--- config.mk ---
export PLATFORM = sky130hd
export DESIGN_NAME = mer_cordic
export DESIGN_NICKNAME = d
export VERILOG_FILES = /design/src/hw/rtl/mer_pkg.sv /design/src/hw/rtl/mer_cordic.sv
export SDC_FILE = /design/constraint.sdc
export NUM_CORES = 2
export LEC_CHECK = 0
export BUFFER_PORTS_ARGS = -buffer_cell sky130_fd_sc_hd__clkbuf_2
export CAP_MARGIN = 20
export CORE_MARGIN = 5
export CORE_UTILIZATION = 35
export DETAILED_ROUTE_END_ITERATION = 10
export GPL_TIMING_DRIVEN = 1
export SLEW_MARGIN = 5
export SYNTH_ARGS = -nofsm -noshare
export SYNTH_HDL_FRONTEND = slang
export SYNTH_SLANG_ARGS = --single-unit
--- constraint.sdc ---
create_clock -name clk -period 7.8 [get_ports clk]
set_input_delay 0.39 -clock clk [delete_from_list [all_inputs] [get_ports clk]]
set_output_delay 0.39 -clock clk [all_outputs]
set_load 0.01 [all_outputs]
--- src/hw/rtl/mer_pkg.sv ---
// ----------------------------------------------------------------------------
// mer_pkg
// shared constants, types and the cordic angle table of the rotate block
// ----------------------------------------------------------------------------
`default_nettype none
package mer_pkg;
	localparam int ELEM_W         = 32;
	localparam int ANG_W          = 19;
	localparam int ELEM_FRAC_DEF  = 16;
	localparam int CORDIC_DEF     = 16;
	localparam int TABLE_LEN      = 31;
	localparam int Z_W            = 33;
	localparam int XY_W           = 34;
	localparam int SC_FRAC        = 30;
	localparam logic signed [ANG_W-1:0] ANG_LIMIT = 19'sd205887;
	localparam logic signed [Z_W-1:0] HALF_PI_Q29 = 33'sd843314857;
	localparam logic signed [Z_W-1:0] PI_Q29      = 33'sd1686629713;
	localparam logic signed [XY_W-1:0] GAIN_Q30   = 34'sd652032874;

	typedef logic signed [ELEM_W-1:0] elem_t;

	typedef struct packed {
		logic signed [XY_W-1:0] x;
		logic signed [XY_W-1:0] y;
		logic signed [Z_W-1:0]  z;
		logic                   flip;
		logic                   skip;
	} cstate_t;

	function automatic logic signed [Z_W-1:0] atan_q29(input int i);
		logic signed [Z_W-1:0] r;
		r = '0;
		case (i)
			0: r = 33'sd421657428;
			1: r = 33'sd248918915;
			2: r = 33'sd131521918;
			3: r = 33'sd66762579;
			4: r = 33'sd33510843;
			5: r = 33'sd16771758;
			6: r = 33'sd8387925;
			7: r = 33'sd4194219;
			8: r = 33'sd2097141;
			9: r = 33'sd1048575;
			default: begin
				if (i < 30) r = Z_W'(64'sd1 << (29 - i));
				else r = '0;
			end
		endcase
		return r;
	endfunction
endpackage
`default_nettype wire

--- src/hw/rtl/mer_cordic.sv ---
// ----------------------------------------------------------------------------
// mer_cordic
// pipelined rotation-mode cordic, one step per stage, plus entry fold stage
// ----------------------------------------------------------------------------
`default_nettype none
module mer_cordic
	import mer_pkg::*;
#(
	parameter int CORDIC_STEPS = CORDIC_DEF
) (
	input  wire                          clk,
	input  wire                          en,
	input  wire logic signed [ANG_W-1:0] angle,
	input  wire                          negate,
	output cstate_t                      res
);
	localparam int N = (CORDIC_STEPS > TABLE_LEN) ? TABLE_LEN : CORDIC_STEPS;

	cstate_t st_s1 [N+1];
	logic signed [ANG_W:0] a;
	logic signed [Z_W-1:0] z0;
	cstate_t ent;

	always_comb begin
		a = negate ? -{angle[ANG_W-1], angle} : {angle[ANG_W-1], angle};
		if (a > (ANG_W+1)'(ANG_LIMIT)) a = (ANG_W+1)'(ANG_LIMIT);
		if (a < -(ANG_W+1)'(ANG_LIMIT)) a = -(ANG_W+1)'(ANG_LIMIT);
		z0 = Z_W'(a) <<< 13;
		ent.flip = 1'b0;
		if (z0 > HALF_PI_Q29) begin
			z0 = z0 - PI_Q29;
			ent.flip = 1'b1;
		end else if (z0 < -HALF_PI_Q29) begin
			z0 = z0 + PI_Q29;
			ent.flip = 1'b1;
		end
		ent.x = GAIN_Q30;
		ent.y = '0;
		ent.z = z0;
		ent.skip = (angle == '0);
	end

	always_ff @(posedge clk) begin
		if (en) st_s1[0] <= ent;
	end

	for (genvar i = 0; i < N; i++) begin : g_step
		always_ff @(posedge clk) begin
			if (en) begin
				st_s1[i+1].flip <= st_s1[i].flip;
				st_s1[i+1].skip <= st_s1[i].skip;
				if (st_s1[i].z >= 0) begin
					st_s1[i+1].x <= st_s1[i].x - (st_s1[i].y >>> i);
					st_s1[i+1].y <= st_s1[i].y + (st_s1[i].x >>> i);
					st_s1[i+1].z <= st_s1[i].z - atan_q29(i);
				end else begin
					st_s1[i+1].x <= st_s1[i].x + (st_s1[i].y >>> i);
					st_s1[i+1].y <= st_s1[i].y - (st_s1[i].x >>> i);
					st_s1[i+1].z <= st_s1[i].z + atan_q29(i);
				end
			end
		end
	end

	always_comb begin
		res = st_s1[N];
		if (st_s1[N].flip) begin
			res.x = -st_s1[N].x;
			res.y = -st_s1[N].y;
		end
	end
endmodule
`default_nettype wire

# Yosys cells after proc, flatten, opt, wreduce, memory -nomap -nowiden
# Memory sizes are Yosys's and may differ from the RTL's.
# Cells that the tools add are included.
# word_totals
mem_bits_ro	0
latchBits	0
in_bits	22
mem_count	1
ramBits	1751
output_inout_bits	103
wordCells	324
reg_bits	0
# classes
multipliers	0
n_shift	0
n_reduce_logical	1
bitwise	48
mux	154
n_eq_ne	0
n_lt_le_gt_ge	20
add_sub_neg	100
n_div	0
# mem_list
name	words	word_bits	read_ports	rd_ports_with_merged_regs	wr	line	rtl
st_s1	17	103	17	0	17	mer_cordic.sv:19	cstate_t st_s1 [N+1];
# op_table
op	count
$mux W34	32
$mux W33	18
$ge A33 B1 Y1 const B	16
$mux W1	100
$add A34 B19 Y34	2
$add A34 B20 Y34	2
$add A34 B21 Y34	2
$add A34 B22 Y34	2
$add A34 B23 Y34	2
$add A34 B24 Y34	2
$add A34 B25 Y34	2
$add A34 B26 Y34	2
$add A34 B27 Y34	2
$add A34 B28 Y34	2
$add A34 B29 Y34	2
$add A34 B30 Y34	2
$add A34 B31 Y34	2
$add A34 B32 Y34	2
$add A34 B33 Y34	2
$mux W68	1
$neg A34 Y34	2
$sub A34 B19 Y34	2
$sub A34 B20 Y34	2
$sub A34 B21 Y34	2
other kinds (54)	118

# Logic depth before layout (Yosys ltp)
# logic_depth
word_depth	9
mapped_depth	33

# Worst setup path before layout
# No wires, ideal clock.
# synth_path
path_type	input to register
startpoint	input port angle[2]
endpoint	memory st_s1[0][24] (netlist name), data pin
t_required_ns	7.534
arrival_time_ns	6.375
slack_ns	1.160
cell_stages	31
cell_sequence	buf_2 > or3_1 > buf_2 > or4_4 > buf_6 > buf_6 > nor4_1 > a31o_2 > a32oi_1 > a31oi_2 > nor2_2 > nand2_2 > nor2_1 > o21ai_0 > nand2_1 > ha_1 > clkbuf_1 > clkbuf_1 > clkbuf_1 > a21oi_1 > inv_1 > ha_1 > nand2_1 > a2111o_1 > a21o_1 > a31o_2 > o31ai_2 > clkbuf_1 > a21oi_1 > o32ai_1 > a21oi_1
# synth_lines
element	line	rtl
start, declared	mer_cordic.sv:13	input wire logic signed [ANG_W-1:0] angle,
end, declared	mer_cordic.sv:19	

==> flow_summary_export.csv <==
group,metric,value,unit
run_status,outcome,"finished, final reports clean",
timing,drv_slew,0,
timing,min_period_over_period,0.787,
route,ant_nets,0,
timing,tightest_slew,1130,ps
critical_path,crit_start,"angle[3]",
critical_path,crit_chain,"clkbuf_2 > or3_1 > or4_4 > o41ai_4 > xnor2_1 > nor2_2 > a31oi_2 > nor2_2 > nand2_2 > nor2_1 > o21ai_0 > nand2_1 > ha_1 > a21oi_1 > ha_1 > o211a_1 > o311ai_0 > a2111oi_2 > o21ai_1 > a21oi_2 > inv_1 > o21ai_0 > o31a_1 > o32ai_2",
timing,rsz0062_at_grt,"no",
cts,hold_buffers,0,
synthesis,synthTopCellsByArea,"edfxtp_1, ha_1, xnor2_1",
worst_hold_path,hp-start,"angle[0]",
global_route,track_usage,0.164,
timing,slew_headroom,0.242,
synthesis,ys_types,95,
critical_path,cp_top_family,"compound AO/OA/AOI/OAI gates",
synthesis,ys_seq_area_frac,0.375,
synthesis,syn_inst,12860,
placement,place_inst,17591,
route,drcViolationCount,0,
synthesis,synth-edff-count,1576,
synthesis,synth_most_common_cell,"edfxtp_1",
global_route,grt_max_degree,184,
synthesis,yosys.area.top_type,"edfxtp_1",
timing,hold_violations,0,
cts,cts.clk_slew.worst_paths,60,ps
route,viasPerCell,5.28,
worst_hold_path,hold_path.class,"in2reg",
critical_path,cp_num_buf_inv,2,
cts,htree_levels,4,
global_route,grt_pass1_vias,89727,
synthesis,ys_ff_latch,1576,
route,vias,94731,
critical_path,start_kind,"input port",
cts,clkLatencyLatePin,870,ps
cts,cts_setup_buffers,0,
cells_and_area,area_growth,9.81,%
critical_path,timing.rr.start,"st_s1[3][43]$_DFFE_PP_",
cts,cts_made_buffers,190,
die,die_h,610,µm
route,wl_per_cell,17.6,µm
die,die_w,610,µm
cells_and_area,largest_reg_flops,1576,
placement,port_buffers,124,
critical_path,arrival,6710,ps
die,row_count,220,
placement,post-dp-hpwl,250000,µm
die,start_util,0.351,
route,drt-pass1-iter-count,6,
cts,cts_root_buf,"clkbuf_16",
die,io_pins,125,
die,core,359000,µm²
route,wirelength,316000,µm
die,dieArea,372000,µm²
global_route,grt-ovfl-total,0,
synthesis,yosysWarningCount,0,
synthesis,synth_top_flop_cell,"edfxtp_1",
synthesis,synth_async_sr_flop_share,0,
placement,place_congestion,0.920,
critical_path,cp_slowest_cell,"or4_4",
timing,setup_tns,0,ps
cts,post_cts_resized,0,
cells_and_area,nets,14434,
cells_and_area,register_area,47300,µm²
critical_path,cp_max_fo,14,
global_route,grt_pass1_wl,498000,µm
critical_path,path_class,"in2reg",
cts,cts.path.max_buffers,4,
route,first_iter_violations,6312,
cells_and_area,n_fill_cell,35701,
synthesis,syn_nets,14282,
synthesis,syn_area_per_cell,9.80,µm²
timing,finalSetupViolCount,0,
synthesis,synth_area,126000,µm²
timing,max_freq,0.163,GHz
synthesis,synth_commonest_cells,"edfxtp_1, ha_1, xnor2_1, a21oi_1, nor2_1",
timing,fin_worst_skew,96.6,ps
critical_path,slowest_delay,710,ps
synthesis,yosysTopAreaCellShare,0.375,
critical_path,worstSetupEndpointType,"flip-flop",
cells_and_area,multi_input_area,75700,µm²
cells_and_area,top_regs,"st_s1 x1576",
job,cap_violations,0,
cells_and_area,top_register,"st_s1",
global_route,antenna_found_initial,3,
timing,finalCriticalPeriod,6140,ps
cts,cts_tree,"yes",
cts,clock_sinks,1576,
critical_path,required,8380,ps
cells_and_area,fin_cells,17930,
cells_and_area,drive_gt1_frac,0.0526,
==> cell usage in the layout, fill, tap and decap left out, types with 193 or more instances in the layout <==
cell type / Yosys / final
inv_1: 504 / 502
xor2_1: 579 / 579
a21o_1: 473 / 473
a21oi_1: 1270 / 1270
xnor2_1: 1302 / 1302
nand2_1: 714 / 709
nor3_1: 349 / 349
o21ai_0: 689 / 689
o21bai_1: 193 / 193
edfxtp_1: 1576 / 1576
nand2b_1: 195 / 195
ha_1: 1353 / 1353
o21a_1: 223 / 223
nor2_1: 1066 / 1066
==> layout make-up <==
class,instances,share of cell area
Antenna cell,1,0.0000181
Clock buffer,218,0.0351
Clock inverter,118,0.00936
Inverter,510,0.0138
Multi-Input combinational cell,10529,0.547
Sequential cell,1576,0.342
Tap cell,4773,0.0431
Timing Repair Buffer,205,0.00947
==> worst reg2reg max path, delay by kind of cell (launching register included) <==
| family | cells | cell delay, ps |
|---|---|---|
| and+or+nand+nor | 11 | 2670 |
| AOI/OAI and AO/OA | 7 | 1970 |
| DFF | 1 | 440 |
| adders and majority gates | 1 | 360 |
| xor gates and xnor gates | 2 | 270 |
==> final timing paths <==
path	endpoint	slack [ps]	depth (start not counted)
max	st_s1[0][27]$_DFFE_PP_	1660	24
min reg2reg	st_s1[9][1]$_DFFE_PP_	380	0
min	st_s1[0][15]$_DFFE_PP_	120	3
max reg2reg	st_s1[4][101]$_DFFE_PP_	1850	21
==> metal layers <==
metal  share of wire  global-route usage  vias up
met1            0.46               0.217    44595
met5               0                   0        -
met2            0.47               0.283     1670
met3           0.038              0.0176      435
met4           0.030              0.0466        0
li1                -                   -    48031
==> metrics by stage <==
| stage | util | setup WS [ps] | hold WS, ps | area [µm²] |
|---|---|---|---|---|
| 2_1_floorplan | - | 1160 | 400 | 126000 |
| 3_3_place_gp | 0.368 | 767 | 400 | 132000 |
| 3_5_place_dp | 0.368 | 818 | 405 | 132000 |
| 4_1_cts | 0.385 | 1710 | 1.81 | 138000 |
| 5_1_grt | 0.386 | 1220 | 33.1 | 138000 |
| 6_report | 0.386 | 1660 | 122 | 138000 |
==> cells by family after synthesis <==
group / count (synthesis) / synth area share
AOI/OAI and AO/OA: 3758 / 0.189
and+or+nand+nor: 3374 / 0.129
xor gates and xnor gates: 1882 / 0.131
DFF: 1576 / 0.375
adders and majority gates: 1400 / 0.142
buffers and inverters: 755 / 0.0239
muxes: 115 / 0.00965
Power is not shown: default switching activity piles up to over one toggle a cycle in this logic, so the estimate is an artifact.
